<file path="config.mk">
export PLATFORM = sky130hd
export DESIGN_NAME = line_sensor_centroid
export DESIGN_NICKNAME = d
export VERILOG_FILES = /design/src/lsc_pkg.sv /design/src/line_sensor_centroid.sv /design/src/lsc_datapath.sv /design/src/lsc_ctrl.sv
export SDC_FILE = /design/constraint.sdc
export NUM_CORES = 1
export LEC_CHECK = 0
export ABC_AREA = 1
export BUFFER_PORTS_ARGS = -buffer_cell sky130_fd_sc_hd__buf_2
export CAP_MARGIN = 10
export CORE_MARGIN = 2
export CORE_UTILIZATION = 55
export CTS_CLUSTER_SIZE = 14
export DETAILED_ROUTE_END_ITERATION = 8
export MAX_ROUTING_LAYER = met4
export PLACE_DENSITY = 0.78
export SYNTH_ARGS = -nofsm -noshare
export SYNTH_HDL_FRONTEND = slang
export SYNTH_SLANG_ARGS = --single-unit
</file>
<file path="constraint.sdc">
create_clock -name i_clk -period 13.2 [get_ports i_clk]
set_clock_uncertainty 0.05 [all_clocks]
set_input_delay 1.98 -clock i_clk [delete_from_list [all_inputs] [get_ports i_clk]]
set_output_delay 1.98 -clock i_clk [all_outputs]
set_load 0.1 [all_outputs]
</file>
<file path="src/lsc_pkg.sv">
// Shared constants, tables and controller/datapath interface types for the line sensor centroid.
package lsc_pkg;

    // Sensor bar geometry and sample format.
    localparam int SENSOR_COUNT = 16;
    localparam int SAMPLE_BITS  = 12;
    localparam int IDX_W        = $clog2(SENSOR_COUNT);

    // Noise threshold register format.
    localparam int THR_W = 12;
    localparam logic [THR_W-1:0] THRESH_RESET = THR_W'(409);

    // Position scale and derived arithmetic widths.
    localparam int FULL_SCALE = 1000;
    localparam int POS_W      = $clog2(FULL_SCALE + 1);
    localparam logic [POS_W-1:0] POS_RESET = POS_W'(500);
    localparam int WEIGHT_W   = POS_W;
    localparam int PROD_W     = WEIGHT_W + SAMPLE_BITS;
    localparam int WSUM_W     = PROD_W + IDX_W;
    localparam int RSUM_W     = SAMPLE_BITS + IDX_W;
    localparam int DIV_W      = WSUM_W + POS_W;
    localparam int STEP_W     = $clog2(POS_W);
    localparam int CMP_W      = (SAMPLE_BITS > THR_W) ? SAMPLE_BITS : THR_W;
    localparam logic [IDX_W-1:0] LAST_IDX = IDX_W'(SENSOR_COUNT - 1);

    // Multiplexer scan order; a longer bar repeats it on the low index bits.
    localparam int CH_W     = 4;
    localparam int SCAN_LEN = 16;
    localparam logic [CH_W-1:0] SCAN_ORDER [SCAN_LEN] = '{
        4'd7, 4'd6, 4'd5, 4'd4, 4'd3, 4'd2, 4'd1, 4'd0,
        4'd8, 4'd9, 4'd10, 4'd11, 4'd12, 4'd13, 4'd14, 4'd15
    };

    // Per-sensor weight table, index * FULL_SCALE / (SENSOR_COUNT - 1), built at elaboration.
    typedef logic [SENSOR_COUNT-1:0][WEIGHT_W-1:0] t_weight_tab;

    function automatic t_weight_tab build_weights();
        t_weight_tab tab;
        for (int i = 0; i < SENSOR_COUNT; i++) begin
            tab[i] = WEIGHT_W'((i * FULL_SCALE) / (SENSOR_COUNT - 1));
        end
        return tab;
    endfunction

    localparam t_weight_tab WEIGHTS = build_weights();

    // Commands from the controller to the datapath.
    typedef struct packed {
        logic load_sample;
        logic mac;
        logic acc;
        logic check;
        logic div_step;
        logic out_load;
    } t_cmd;

    // Status from the datapath to the controller.
    typedef struct packed {
        logic frame_end;
        logic rsum_zero;
        logic div_last;
    } t_status;

endpackage

</file>
<file path="src/line_sensor_centroid.sv">
// Top level of the line sensor centroid: weighted line position over a sensor bar.
// Each sample is taken in idle and passes the multiply, accumulate and check states, then the
// output step; a sample that closes a frame with a nonzero reading sum runs the restoring
// divider between check and output. Only one sample is in work at a time, and a result still
// waiting at the output holds the next sample in its output step and blocks the input.
// Reset is synchronous, active low: sums and sensor index clear, held position 500, threshold 409.
module line_sensor_centroid (
    input  logic                              i_clk,
    input  logic                              i_rst_n,
    input  logic                              i_cfg_valid,
    output logic                              o_cfg_ready,
    input  logic [lsc_pkg::THR_W-1:0]         i_cfg_noise_threshold,
    input  logic                              i_in_valid,
    output logic                              o_in_ready,
    input  logic [lsc_pkg::SAMPLE_BITS-1:0]   i_sample_value,
    output logic                              o_out_valid,
    input  logic                              i_out_ready,
    output logic [lsc_pkg::CH_W-1:0]          o_next_mux_channel,
    output logic [lsc_pkg::POS_W-1:0]         o_line_position,
    output logic                              o_frame_done,
    output logic                              o_no_line
);
    import lsc_pkg::*;

    t_cmd    cmd;
    t_status status;

    // The threshold register takes a write in any cycle.
    assign o_cfg_ready = 1'b1;

    lsc_ctrl u_ctrl (
        .i_clk       (i_clk),
        .i_rst_n     (i_rst_n),
        .i_in_valid  (i_in_valid),
        .o_in_ready  (o_in_ready),
        .o_out_valid (o_out_valid),
        .i_out_ready (i_out_ready),
        .i_status    (status),
        .o_cmd       (cmd)
    );

    lsc_datapath u_datapath (
        .i_clk                 (i_clk),
        .i_rst_n               (i_rst_n),
        .i_cmd                 (cmd),
        .o_status              (status),
        .i_cfg_we              (i_cfg_valid),
        .i_cfg_noise_threshold (i_cfg_noise_threshold),
        .i_sample_value        (i_sample_value),
        .o_next_mux_channel    (o_next_mux_channel),
        .o_line_position       (o_line_position),
        .o_frame_done          (o_frame_done),
        .o_no_line             (o_no_line)
    );

    // A no-line flag only comes with a completed frame.
    a_no_line_frame: assert property (@(posedge i_clk) disable iff (!i_rst_n)
        o_out_valid |-> (!o_no_line || o_frame_done))
        else $error("no_line raised without frame_done");

    // The position never leaves its full-scale range.
    a_pos_range: assert property (@(posedge i_clk) disable iff (!i_rst_n)
        o_out_valid |-> (o_line_position <= POS_W'(FULL_SCALE)))
        else $error("line position above full scale");

    // One sample in work at a time: ready drops after a sample transaction.
    a_one_item: assert property (@(posedge i_clk) disable iff (!i_rst_n)
        (i_in_valid && o_in_ready) |=> !o_in_ready)
        else $error("second sample accepted while one is in work");

endmodule

</file>
<file path="src/lsc_datapath.sv">
// Datapath: threshold register, weighted accumulation, restoring divider and output register.
module lsc_datapath (
    input  logic                              i_clk,
    input  logic                              i_rst_n,
    input  lsc_pkg::t_cmd                     i_cmd,
    output lsc_pkg::t_status                  o_status,
    input  logic                              i_cfg_we,
    input  logic [lsc_pkg::THR_W-1:0]         i_cfg_noise_threshold,
    input  logic [lsc_pkg::SAMPLE_BITS-1:0]   i_sample_value,
    output logic [lsc_pkg::CH_W-1:0]          o_next_mux_channel,
    output logic [lsc_pkg::POS_W-1:0]         o_line_position,
    output logic                              o_frame_done,
    output logic                              o_no_line
);
    import lsc_pkg::*;

    logic [THR_W-1:0]       r_thr;
    logic [IDX_W-1:0]       r_index;
    logic [WSUM_W-1:0]      r_wsum;
    logic [RSUM_W-1:0]      r_rsum;
    logic [POS_W-1:0]       r_held;
    logic                   r_frame_end;
    logic                   r_no_line;
    logic [SAMPLE_BITS-1:0] r_sample;
    logic [PROD_W-1:0]      r_prod;
    logic [SAMPLE_BITS-1:0] r_hit_sample;
    logic [DIV_W-1:0]       r_rem;
    logic [DIV_W-1:0]       r_dvs;
    logic [STEP_W-1:0]      r_step;
    logic [POS_W-1:0]       r_quot;
    logic [CH_W-1:0]        r_out_ch;
    logic [POS_W-1:0]       r_out_pos;
    logic                   r_out_done;
    logic                   r_out_no_line;

    logic                   hit;
    logic                   div_ge;
    logic [POS_W-1:0]       n_quot;

    // A sample counts only when strictly above the noise threshold.
    assign hit = CMP_W'(r_sample) > CMP_W'(r_thr);

    // One restoring divider step: trial subtract of the shifted divisor.
    assign div_ge = r_rem >= r_dvs;
    assign n_quot = {r_quot[POS_W-2:0], div_ge};

    assign o_status.frame_end = r_frame_end;
    assign o_status.rsum_zero = (r_rsum == '0);
    assign o_status.div_last  = (r_step == '0);

    // Frame state and the threshold register.
    always_ff @(posedge i_clk) begin
        if (!i_rst_n) begin
            r_thr       <= THRESH_RESET;
            r_index     <= '0;
            r_wsum      <= '0;
            r_rsum      <= '0;
            r_held      <= POS_RESET;
            r_frame_end <= 1'b0;
            r_no_line   <= 1'b0;
        end else begin
            if (i_cfg_we) begin
                r_thr <= i_cfg_noise_threshold;
            end
            if (i_cmd.acc) begin
                r_wsum      <= r_wsum + WSUM_W'(r_prod);
                r_rsum      <= r_rsum + RSUM_W'(r_hit_sample);
                r_frame_end <= (r_index == LAST_IDX);
                r_index     <= (r_index == LAST_IDX) ? '0 : r_index + 1'b1;
            end
            if (i_cmd.check) begin
                r_no_line <= r_frame_end && (r_rsum == '0);
            end
            if (i_cmd.div_step && (r_step == '0)) begin
                r_held <= n_quot;
            end
            if (i_cmd.out_load && r_frame_end) begin
                r_wsum <= '0;
                r_rsum <= '0;
            end
        end
    end

    // Sample capture, product, divider and output transaction registers.
    always_ff @(posedge i_clk) begin
        if (i_cmd.load_sample) begin
            r_sample <= i_sample_value;
        end
        if (i_cmd.mac) begin
            r_prod       <= hit ? PROD_W'(WEIGHTS[r_index]) * PROD_W'(r_sample) : '0;
            r_hit_sample <= hit ? r_sample : '0;
        end
        if (i_cmd.check) begin
            r_rem  <= DIV_W'(r_wsum);
            r_dvs  <= DIV_W'(r_rsum) << (POS_W - 1);
            r_step <= STEP_W'(POS_W - 1);
            r_quot <= '0;
        end
        if (i_cmd.div_step) begin
            if (div_ge) begin
                r_rem <= r_rem - r_dvs;
            end
            r_dvs  <= r_dvs >> 1;
            r_step <= r_step - 1'b1;
            r_quot <= n_quot;
        end
        if (i_cmd.out_load) begin
            r_out_ch      <= SCAN_ORDER[CH_W'(r_index)];
            r_out_pos     <= r_held;
            r_out_done    <= r_frame_end;
            r_out_no_line <= r_no_line;
        end
    end

    assign o_next_mux_channel = r_out_ch;
    assign o_line_position    = r_out_pos;
    assign o_frame_done       = r_out_done;
    assign o_no_line          = r_out_no_line;

endmodule

</file>
<file path="src/lsc_ctrl.sv">
// Controller: runs accumulation, frame-end division and the output transaction per sample.
module lsc_ctrl (
    input  logic              i_clk,
    input  logic              i_rst_n,
    input  logic              i_in_valid,
    output logic              o_in_ready,
    output logic              o_out_valid,
    input  logic              i_out_ready,
    input  lsc_pkg::t_status  i_status,
    output lsc_pkg::t_cmd     o_cmd
);
    import lsc_pkg::*;

    typedef enum logic [2:0] {
        S_IDLE,
        S_MUL,
        S_ACC,
        S_CHK,
        S_DIV,
        S_OUT
    } t_state;

    t_state r_state;
    logic   r_out_valid;
    logic   out_free;

    // The output register can take a result when empty or being drained.
    assign out_free = !r_out_valid || i_out_ready;

    // State and output-valid register.
    always_ff @(posedge i_clk) begin
        if (!i_rst_n) begin
            r_state     <= S_IDLE;
            r_out_valid <= 1'b0;
        end else begin
            // The output register fills on a load and empties on a result transaction.
            if (o_cmd.out_load) begin
                r_out_valid <= 1'b1;
            end else if (i_out_ready) begin
                r_out_valid <= 1'b0;
            end
            case (r_state)
                S_IDLE: begin
                    if (i_in_valid) begin
                        r_state <= S_MUL;
                    end
                end
                S_MUL: begin
                    r_state <= S_ACC;
                end
                S_ACC: begin
                    r_state <= S_CHK;
                end
                S_CHK: begin
                    if (i_status.frame_end && !i_status.rsum_zero) begin
                        r_state <= S_DIV;
                    end else begin
                        r_state <= S_OUT;
                    end
                end
                S_DIV: begin
                    if (i_status.div_last) begin
                        r_state <= S_OUT;
                    end
                end
                S_OUT: begin
                    if (out_free) begin
                        r_state <= S_IDLE;
                    end
                end
                default: begin
                    r_state <= S_IDLE;
                end
            endcase
        end
    end

    // Datapath commands decoded from the state.
    always_comb begin
        o_cmd             = '0;
        o_cmd.load_sample = (r_state == S_IDLE) && i_in_valid;
        o_cmd.mac         = (r_state == S_MUL);
        o_cmd.acc         = (r_state == S_ACC);
        o_cmd.check       = (r_state == S_CHK);
        o_cmd.div_step    = (r_state == S_DIV);
        o_cmd.out_load    = (r_state == S_OUT) && out_free;
    end

    assign o_in_ready  = (r_state == S_IDLE);
    assign o_out_valid = r_out_valid;

endmodule
</file>
==> impl_metrics.csv, run 1 <==
group,metric,value,unit
run_status,outcome,"finished, final reports clean",
synthesis,synth.top_cell.area_share,17.8,%
die,die_h,179,um
placed_design,place_ws,7.98,ns
cells_and_area,fillers,2718,
drt,drc,0,
drt,wl,40.7,mm
pwr,power.density,194,nW/um^2
drt,dr.pass1.iters,5,
critical_path,ff2ff_path_depth,21,
flow_run,drv_cap,0,
synthesis,syn_nets,2518,
synthesis,postSynthAreaPerCell,7.41,sq um
pwr,vdd_drop_max,0.106,mV
placed_design,gp_congestion,1.03,
sta,tightest_slew,1.17,ns
worst_hold_path,whs_endpoint,"u_datapath.o_line_position[6]",
synthesis,synth_area,16800,sq um
critical_path,crit_path_frequent_cell,"nand2_1",
cts,cts_buffer_depth,3,
placed_design,dp_hpwl,32.1,mm
sta,period_needed,5.27,ns
synthesis,synth_top_area_cell,"edfxtp_1",
sta,setup_viol,0,
global_routing,antenna_found_initial,0,
cells_and_area,layout_commonest_cell,"nand2_1",
sta,hold_violations,0,
cts,cts_tree,"done",
sta,holdWs,0.384,ns
critical_path,critPathLaunchType,"register",
global_routing,grt_use_total,27.0,%
worst_hold_path,min_delay_path_depth,0,
cts,h-tree-depth,1,
critical_path,crit_slowest_cell,"edfxtp_1",
worst_hold_path,hp-class,"register to register",
sta,fmax,0.190,GHz
critical_path,max_stage_delay,0.64,ns
die,core_area,30300,sq um
synthesis,synth_cells,2273,
cts,post_cts_resized,0,
die,die_width,179,um
cts,ctsHoldBuffers,0,
cells_and_area,antennaDiodeCount,0,
sta,slew_headroom,21.7,%
drt,vias,14500,
cts,clk_latency,0.54,ns
critical_path,crit_chain,"nand2_1, fa_1, inv_1, fa_1, inv_1, fa_1, inv_1, fa_1, inv_1, fa_1, inv_1, ha_1, nand2_1, nor2_1, nand2_1, o21ai_0, nand2_1, nand2_1, nand2_1, nand2_1, nor2_1",
synthesis,synth-seq-cells,219,
critical_path,end_kind,"register",
die,dieArea,32000,sq um
cts,cts_setup_buffers,0,
synthesis,yosysSeqAreaShare,32.0,%
global_routing,grt_overflow,0,
critical_path,worstPathArrival,5.50,ns
critical_path,required,13.43,ns
placed_design,portBuffers,46,
worst_hold_path,hold_start,"u_datapath.r_held[6]",
critical_path,rr_startpoint,"u_datapath.r_sample[6]",
drt,wl_per_cell,15.0,um
global_routing,grt_max_degree,48,
cts,cts-root-buf,"clkbuf_16",
sta,setup_ws,7.93,ns
critical_path,r2r_end,"u_datapath.r_prod[20]",
critical_path,critPathKind,"register to register",
sta,slew_viol_final,0,
sta,rsz0062_at_grt,"no",
critical_path,reg2reg_slack,7.93,ns
drt,drt_iter0_markers,1070,
critical_path,cp_max_fo,11,
cells_and_area,final_cell_mix,"nand2_1, inv_1, nor2_1",
global_routing,grt_pass1_wl,67.4,mm
die,num_rows,64,
cts,clkTransAtPathRegs,0.06,ns
pwr,leakage,9.49,nW
cells_and_area,nets,2537,
synthesis,synth-warning-count,0,
cells_and_area,drive_above_1_share,6.14,%
drt,vias_per_cell,5.36,
global_routing,grt_pass1_vias,14000,
cts,numCtsBuffers,25,
die,num_io_pins,48,
cts,clock-sinks,219,
synthesis,ys_top_cells_by_area,"edfxtp_1, dfxtp_1, nand2_1, ha_1, fa_1",
sta,setup_tns,0,ns
synthesis,ys_types,49,
die,start_util,55.5,%
cells_and_area,area_growth,7.52,%
sta,finalCritPeriodShare,39.9,%
drt,ant_nets,0,
critical path: cells and delay by family, from the launching register on:
| kind | cells | cell delay (ns) |
|---|---|---|
| adder cells (fa/ha/maj) | 6 | 2.87 |
| flip-flops | 1 | 0.64 |
| buffers and inverters | 5 | 0.25 |
| AND/OR/NAND/NOR | 9 | 0.82 |
| AO/OA/AOI/OAI | 1 | 0.39 |
registers in the layout, summed over array words and instances, names as in the netlist, 9 cells and up, named ones only:
name / count
u_datapath.o_line_position: 10
u_datapath.r_dvs: 25
u_datapath.r_held: 10
u_datapath.r_hit_sample: 12
u_datapath.r_prod: 22
u_datapath.r_quot: 9
u_datapath.r_rem: 36
u_datapath.r_rsum: 16
u_datapath.r_sample: 12
u_datapath.r_thr: 12
u_datapath.r_wsum: 26
per-layer routing:
metal  GRT usage, %  part of all wire [%]  vias up
li1               -                     -     7236
met1           33.5                    43     6757
met2           46.4                    48      424
met3           3.14                   5.9       95
met4           7.89                   2.8        0
met5              -                     0        -
where the power goes:
| part | leakage [nW] | switching (mW) | internal (mW) |
|---|---|---|---|
| clock | 0.372 | 0.277 | 0.374 |
| combinational | 7.22 | 1.20 | 0.577 |
| sequential | 1.90 | 0.147 | 0.932 |
| total | 9.49 | 1.62 | 1.88 |
logic make-up (layout without fill, tap and decap cells):
logic type,Yosys count,in the layout,share of synthesized area [%]
adders and majority gates,216,216,19.7
and+or+nand+nor,958,958,23.5
DFF,219,219,32.0
xor gates and xnor gates,42,42,2.18
other,1,1,0.0223
muxes,4,4,0.238
AOI/OAI and AO/OA,337,337,11.0
buffers and inverters,496,534,11.4
worst max path at each step:
stage	startpoint	to	slack, ns	depth (start not counted)
after detailed placement	u_datapath.r_sample[6]	u_datapath.r_prod[20]	7.98	21
after floorplan	u_datapath.r_sample[6]	u_datapath.r_prod[15]	8.36	22
after global placement	u_datapath.r_sample[6]	u_datapath.r_prod[20]	8.02	21
final	u_datapath.r_sample[6]	u_datapath.r_prod[20]	7.93	21
after global routing	u_datapath.r_sample[6]	u_datapath.r_prod[20]	7.58	21
after CTS	u_datapath.r_sample[6]	u_datapath.r_prod[20]	7.96	21
cells in the mapped netlist (all sizes together):
cell type / n
nand2: 595
conb: 1
nor3b: 1
fa: 81
edfxtp: 100
a21o: 7
and3: 1
nor3: 26
a21boi: 3
buf: 21
nand3b: 2
o211ai: 13
nand4: 30
mux2i: 4
o221ai: 1
nand3: 95
o21ai: 134
xor2: 24
inv: 436
or2: 7
o21a: 6
and2: 1
ha: 135
a211oi: 3
a31oi: 2
xnor2: 18
o22ai: 1
dfxtp: 119
nor2: 197
nor4: 3
o21bai: 10
clkbuf: 39
a21oi: 157
through the flow:
step	cells	instance area (sq um)	power (mW)	utilization [%]
floorplan	2273	16800	2.42	-
global placement	2661	17300	2.79	57.1
detailed placement	2661	17300	2.84	57.1
CTS	2707	18100	3.50	59.6
global route	2707	18100	3.81	59.6
finish	2707	18100	3.51	59.6
final cells by class:
type                    instances  area (sq um)  area share [%]
multi-input cells            1558          9530            52.7
clock inverters                10          65.1           0.359
well taps                     396           495            2.74
clock buffers                  36           708            3.91
inverters                     436          1640            9.05
repair buffers                 52           275            1.52
flip-flops and latches        219          5390            29.7
Note: power is estimated with default switching activity, not from simulation.
==> run 2: changes to the inputs <==
--- a/config.mk
+++ b/config.mk
@@ -13,7 +13,7 @@
 export CTS_CLUSTER_SIZE = 14
 export DETAILED_ROUTE_END_ITERATION = 8
 export MAX_ROUTING_LAYER = met4
-export PLACE_DENSITY = 0.78
+export PLACE_DENSITY = 0.81
 export SYNTH_ARGS = -nofsm -noshare
 export SYNTH_HDL_FRONTEND = slang
 export SYNTH_SLANG_ARGS = --single-unit
==> constraint.sdc (replaced) <==
create_clock -name i_clk -period 4.2 [get_ports i_clk]
set_clock_uncertainty 0.05 [all_clocks]
set_input_delay 0.63 -clock i_clk [delete_from_list [all_inputs] [get_ports i_clk]]
set_output_delay 0.63 -clock i_clk [all_outputs]
set_load 0.1 [all_outputs]
==> run 2 against run 1 <==
  * The run now ends with setup timing left
  * Largest cell class unchanged
  * Die area did not move
  * Power rose to 3.4 times the previous value
  * Global-route usage increased by 2.1 points
  * Final area is 9.0% higher
==> impl_metrics.csv, run 2 (synthesized netlist as in run 1, its figures left out) <==
group,metric,value,unit
run_status,outcome,"finished with violations",
run_status,violations,"setup timing",
pwr,seq_power_share,27.6,%
global_routing,grt_max_degree,47,
sta,period_needed,4.80,ns
worst_hold_path,hp-class,"primary input to register",
global_routing,antenna_found_initial,1,
critical_path,crit_slowest_cell,"fa_1",
die,dieArea,32000,sq um
critical_path,end_kind,"register",
cells_and_area,largest_reg_flops,36,
cells_and_area,drive_above_1_share,15.7,%
cells_and_area,nets,2652,
critical_path,crit_chain,"nand2_1, fa_1, fa_1, inv_1, fa_1, fa_1, inv_1, fa_1, inv_2, ha_4, a21o_1, nand2_1, a21oi_2, nor2_1, o21ai_2, nand2_1, nand2_1, nand2_1, nand2_1, nor2_1",
cells_and_area,final_cell_mix,"nand2_1, inv_1, nor2_1",
placed_design,placed_area,18200,sq um
drt,vias,15400,
sta,setup_ws,-0.598,ns
critical_path,critPathTopFamily,"adder cells",
sta,slew_viol_final,0,
placed_design,gp_congestion,0.977,
pwr,p_int,6.55,mW
cells_and_area,fin_util,65.0,%
cells_and_area,fillers,2499,
cts,numCtsBuffers,25,
global_routing,grt_overflow,0,
pwr,clkPwrFrac,18.7,%
sta,setup_tns,-7.01,ns
cts,cts-root-buf,"clkbuf_16",
drt,vias_per_cell,5.45,
drt,dr.pass1.iters,7,
critical_path,critPathKind,"register to register",
drt,drt_iter0_markers,1018,
cells_and_area,seq_area,5400,sq um
cts,clock-sinks,219,
sta,holdWs,0.209,ns
critical_path,max_stage_delay,0.56,ns
pwr,vdd_drop_max,0.337,mV
cells_and_area,fin_area,19700,sq um
drt,ant_nets,0,
cells_and_area,final_cell_count_no_fill,2823,
critical_path,path_buf_inv,3,
cells_and_area,largestRegisters,"u_datapath.r_rem: 36 flops, u_datapath.r_wsum: 26 flops, u_datapath.r_dvs: 25 flops",
die,die_width,179,um
critical_path,required,4.44,ns
die,die_h,179,um
critical_path,crit_path_frequent_cell,"nand2_1",
pwr,switching_share,45.8,%
pwr,pwr-share-comb,53.7,%
cts,ctsHoldBuffers,0,
pwr,leakage,10.3,nW
critical_path,cp_max_fo,6,
sta,hold_violations,0,
sta,rsz0062_at_grt,"yes",
critical_path,worstPathArrival,5.04,ns
sta,tightest_slew,1.08,ns
die,num_rows,64,
sta,fmax,0.208,GHz
pwr,p_total,12.1,mW
die,start_util,55.5,%
drt,drc,0,
drt,wl,45.9,mm
cts,cts_buffer_depth,3,
cts,clk_latency,0.54,ns
flow_run,drv_cap,0,
sta,setup_viol,15,
cts,clkTransAtPathRegs,0.07,ns
die,num_io_pins,48,
sta,slew_headroom,27.6,%
global_routing,grt_pass1_vias,15100,
cts,cts_tree,"done",
placed_design,portBuffers,46,
cells_and_area,layout_commonest_cell,"nand2_1",
critical_path,critPathLaunchType,"register",
cells_and_area,multiInputGateArea,10100,sq um
pwr,netSwitchingPower,5.53,mW
sta,finalCritPeriodShare,114,%
cells_and_area,area_growth,17.2,%
die,core_area,30300,sq um
cells_and_area,regMostFlops,"u_datapath.r_rem",
placed_design,dp_hpwl,34.3,mm
pwr,power.density,612,nW/um^2
drt,wl_per_cell,16.2,um
global_routing,grt_use_total,29.1,%
cts,h-tree-depth,1,
placed_design,place_ws,-0.598,ns
placed_design,post-place-cells,2749,
global_routing,grt_pass1_wl,72.4,mm
[run 2: worst paths after layout]
check,from,end,slack (ns),cells after the start
setup / recovery,u_datapath.r_sample[1],u_datapath.r_prod[20],-0.60,20
hold / removal,i_sample_value[4],u_datapath.r_sample[4],0.21,1
setup reg to reg,u_datapath.r_sample[1],u_datapath.r_prod[20],-0.60,20
hold reg to reg,u_datapath.r_held[1],u_datapath.o_line_position[1],0.39,0
[run 2: power by group through the flow]
stage / combinational (mW) / sequential, mW / clock (mW)
6_report: 6.49 / 3.33 / 2.26
5_1_grt: 7.25 / 3.38 / 2.37
4_1_cts: 6.19 / 3.31 / 2.28
3_5_place_dp: 6.02 / 3.36 / 0
3_3_place_gp: 5.89 / 3.34 / 0
2_1_floorplan: 4.53 / 3.26 / 0
[run 2: what timing repair did]
action | 4_1_cts | 5_1_grt
resized for setup | 46 | 79
pin swaps | 16 | 30
gates cloned | 0 | 1
setup buffers | 10 | 16
endpoints found under the setup margin | 16 | 17
[run 2: worst register-to-register path: stages, from the launching register on]
cell,delay (ns)
edfxtp_1,0.51
nand2_1,0.18
fa_1,0.53
fa_1,0.56
inv_1,0.06
fa_1,0.46
fa_1,0.51
inv_1,0.05
fa_1,0.49
inv_2,0.05
ha_4,0.29
a21o_1,0.14
nand2_1,0.07
a21oi_2,0.13
nor2_1,0.06
o21ai_2,0.08
nand2_1,0.08
nand2_1,0.08
nand2_1,0.05
nand2_1,0.06
nor2_1,0.06
[run 2: routing by layer]
layer  wire length (um)  up-vias  GRT usage, %
met5                  0        -             -
met4               2020        0          11.1
met3               2910      163          3.20
met2              22200      574          49.2
met1              18800     7163          36.0
li1                   -     7481             -
[run 2: area by class of cell]
class / count / share of cell area (%)
Inverter: 436 / 8.30
Timing Repair Buffer: 167 / 6.19
Clock inverter: 15 / 0.862
Tap cell: 396 / 2.51
Clock buffer: 31 / 3.44
Multi-Input combinational cell: 1558 / 51.3
Sequential cell: 219 / 27.4
Antenna cell: 1 / 0.0127
==> run 3: changes to the inputs <==
--- a/config.mk
+++ b/config.mk
@@ -5,15 +5,16 @@
 export SDC_FILE = /design/constraint.sdc
 export NUM_CORES = 1
 export LEC_CHECK = 0
-export ABC_AREA = 1
 export BUFFER_PORTS_ARGS = -buffer_cell sky130_fd_sc_hd__buf_2
 export CAP_MARGIN = 10
+export CELL_PAD_IN_SITES_DETAIL_PLACEMENT = 0
+export CELL_PAD_IN_SITES_GLOBAL_PLACEMENT = 1
 export CORE_MARGIN = 2
-export CORE_UTILIZATION = 55
+export CORE_UTILIZATION = 45
 export CTS_CLUSTER_SIZE = 14
 export DETAILED_ROUTE_END_ITERATION = 8
 export MAX_ROUTING_LAYER = met4
-export PLACE_DENSITY = 0.81
+export PLACE_DENSITY = 0.84
 export SYNTH_ARGS = -nofsm -noshare
 export SYNTH_HDL_FRONTEND = slang
 export SYNTH_SLANG_ARGS = --single-unit
==> run 3 against run 2 <==
  * The run still ends with setup timing left
  * Via count fell by 21%
  * Power fell by 29%
  * Global-route usage fell by 7.9 points
  * Register-to-register slack got worse by 0.20 ns
  * Synthesized cell count fell by 26%
  * Clock power rose by 2%
  * Critical path type unchanged
  * Critical endpoint is now u_datapath.r_prod[16]
  * Largest power group unchanged
==> impl_metrics.csv, run 3 <==
group,metric,value,unit
pwr,leakage,8.29,nW
drt,vias_per_cell,5.35,
cells_and_area,largestRegisters,"u_datapath.r_rem: 36 flops, u_datapath.r_wsum: 26 flops, u_datapath.r_dvs: 25 flops",
sta,setup_tns,-8.17,ns
drt,drc,0,
synthesis,synth_edf_count,100,
placed_design,portBuffers,46,
cells_and_area,largest_reg_flops,36,
die,num_rows,67,
drt,drt_iter0_markers,669,
synthesis,synth_area,15400,sq um
cts,clk_latency,0.54,ns
critical_path,crit_chain,"buf_6, buf_4, and2_4, fa_2, ha_4, ha_1, inv_1, fa_1, inv_1, fa_1, ha_4, buf_4, o21a_4, a2111oi_4, o21ai_2, a41o_1, a31oi_4, nor2b_4, xor2_1, nor2_1",
critical_path,required,4.43,ns
placed_design,post-place-cells,2212,
cells_and_area,area_growth,18.1,%
cts,cts-root-buf,"clkbuf_16",
pwr,vdd_drop_max,0.369,mV
synthesis,synth_xor_area_share,3.75,%
cells_and_area,regMostFlops,"u_datapath.r_rem",
placed_design,gp_congestion,0.863,
placed_design,dp_hpwl,27.4,mm
die,core_area,33600,sq um
die,dieArea,35800,sq um
sta,slew_headroom,37.5,%
cts,ctsHoldBuffers,0,
sta,tightest_slew,0.937,ns
die,die_width,189,um
global_routing,grt_max_degree,45,
run_status,outcome,"finished with violations",
cells_and_area,final_cell_count_no_fill,2280,
cts,h-tree-depth,1,
drt,dr.pass1.iters,5,
synthesis,synthSimpleGateAreaFrac,19.0,%
synthesis,synth_most_common_cell,"nand2_1",
cells_and_area,layout_commonest_cell,"nand2_1",
synthesis,synth-warning-count,0,
cells_and_area,nets,2057,
synthesis,ys_top_cells_by_area,"edfxtp_1, dfxtp_1, ha_1, fa_1, nand2_1",
sta,fmax,0.200,GHz
drt,vias,12200,
critical_path,worstPathArrival,5.23,ns
cts,cts_buffer_depth,3,
flow_run,drv_cap,0,
cells_and_area,fillers,2995,
synthesis,synth_mux_area_share,1.49,%
drt,wl,36.7,mm
synthesis,ys_types,70,
cts,clock-sinks,219,
global_routing,grt_pass1_wl,60.4,mm
synthesis,synth_common_cells,"nand2_1, inv_1, ha_1, dfxtp_1, nor2_1",
synthesis,yosys_most_used_dff,"dfxtp_1",
run_status,violations,"setup timing",
synthesis,synth_compound_gate_area_share,14.0,%
die,die_h,189,um
critical_path,crit_slowest_cell,"fa_1",
die,num_io_pins,48,
drt,wl_per_cell,16.1,um
critical_path,critPathKind,"register to register",
synthesis,yosysSeqAreaShare,34.9,%
synthesis,synth_fa_ha_area_share,21.5,%
sta,rsz0062_at_grt,"yes",
synthesis,syn_nets,1930,
die,start_util,45.9,%
sta,hold_violations,0,
cells_and_area,drive_above_1_share,15.9,%
sta,setup_viol,15,
sta,period_needed,5.00,ns
worst_hold_path,hp-class,"primary input to register",
pwr,power.density,468,nW/um^2
cts,cts_tree,"done",
sta,holdWs,0.230,ns
synthesis,postSynthAreaPerCell,9.15,sq um
sta,setup_ws,-0.800,ns
cells_and_area,final_cell_mix,"nand2_1, inv_1, ha_1",
synthesis,synth_top_family_by_area,"adder cells",
synthesis,synth_top_area_cell,"edfxtp_1",
synthesis,synth-seq-cells,219,
cts,clkTransAtPathRegs,0.06,ns
global_routing,grt_pass1_vias,12200,
global_routing,grt_use_total,21.2,%
critical_path,cp_max_fo,3,
cts,numCtsBuffers,26,
synthesis,synth_cells,1685,
critical_path,max_stage_delay,0.50,ns
critical_path,end_kind,"register",
critical_path,critPathLaunchType,"register",
sta,finalCritPeriodShare,119,%
synthesis,synth.top_cell.area_share,19.5,%
sta,slew_viol_final,0,
synthesis,synthArstFlopShare,0,%
cells_and_area,antennaDiodeCount,0,
drt,ant_nets,0,
global_routing,grt_overflow,0,
global_routing,antenna_found_initial,0,
[run 3: changes by cell type after synthesis, moves of 23 or more]
| cell | previous run | this run |
|---|---|---|
| xnor2_1 | 18 | 42 |
| nand2_1 | 583 | 205 |
| a21oi_1 | 152 | 94 |
| nand3_1 | 93 | 39 |
| inv_1 | 425 | 147 |
| nor2_1 | 191 | 107 |
| a21o_1 | 7 | 36 |
| nor2b_1 | 0 | 25 |
| and2_1 | 1 | 96 |
| a31oi_1 | 2 | 25 |
| o21ai_0 | 112 | 76 |
[run 3: layout make-up]
| class | count | area, sq um | area share (%) |
|---|---|---|---|
| Multi-Input combinational cell | 1250 | 9620 | 52.8 |
| Timing Repair Buffer | 167 | 1200 | 6.58 |
| Inverter | 148 | 556 | 3.05 |
| Tap cell | 448 | 561 | 3.08 |
| Clock buffer | 38 | 716 | 3.93 |
| Clock inverter | 10 | 164 | 0.900 |
| Sequential cell | 219 | 5400 | 29.6 |
[run 3: path summary, 6_finish.rpt]
kind / start / endpoint / slack, ns / depth (start not counted)
setup / recovery: u_datapath.r_sample[2] / u_datapath.r_prod[16] / -0.80 / 20
hold / removal: i_sample_value[7] / u_datapath.r_sample[7] / 0.23 / 1
setup reg to reg: u_datapath.r_sample[2] / u_datapath.r_prod[16] / -0.80 / 20
hold reg to reg: u_datapath.r_held[6] / u_datapath.o_line_position[6] / 0.39 / 0
[run 3: repair_timing]
item | 4_1_cts | 5_1_grt
gates resized for setup | 52 | 23
setup buffers | 15 | 5
gates cloned | 0 | 1
hold endpoints to repair | 0 | 0
endpoints found under the setup margin | 16 | 16
pin swaps | 36 | 25
[run 3: cells by family (layout without fill, tap and decap cells)]
| logic type | count (synthesis) | count (layout) |
|---|---|---|
| buf+inv | 216 | 363 |
| flops | 219 | 219 |
| other cells | 1 | 1 |
| simple gates | 602 | 602 |
| mux | 23 | 23 |
| compound gates | 342 | 342 |
| fa+ha+maj | 216 | 216 |
| xor+xnor | 66 | 66 |
[run 3: stage by stage]
| step | setup WS (ns) | total power [mW] | cell area (sq um) | util [%] |
|---|---|---|---|---|
| floorplan | -0.723 | 5.31 | 15700 | - |
| global placement | -0.867 | 6.06 | 16800 | 50.1 |
| detailed placement | -0.951 | 6.11 | 16800 | 50.1 |
| CTS | -0.786 | 8.53 | 18100 | 53.7 |
| global route | -1.04 | 9.10 | 18200 | 54.2 |
| finish | -0.800 | 8.53 | 18200 | 54.2 |
[run 3: metal layers]
layer  vias to the layer above  GRT usage, %  part of all wire (%)
met3                        65          2.02                   3.9
met4                         0          5.89                   2.6
met2                       244          36.7                    49
met1                      5821          26.5                    44
met5                         -             -                     0
li1                       6062             -                     -
[run 3: critical path: cells and delay by family (launching register included)]
family / cells / cell delay (ns)
compound gates: 5 / 1.16
simple gates: 3 / 0.39
buf+inv: 5 / 0.51
xor+xnor: 1 / 0.13
flops: 1 / 0.44
fa+ha+maj: 6 / 2.06
[run 3: where the power goes]
part	switching, mW	leakage (nW)	internal [mW]
Combinational	1.92	5.98	1.37
Clock	0.881	0.428	1.43
Sequential	0.293	1.89	2.64
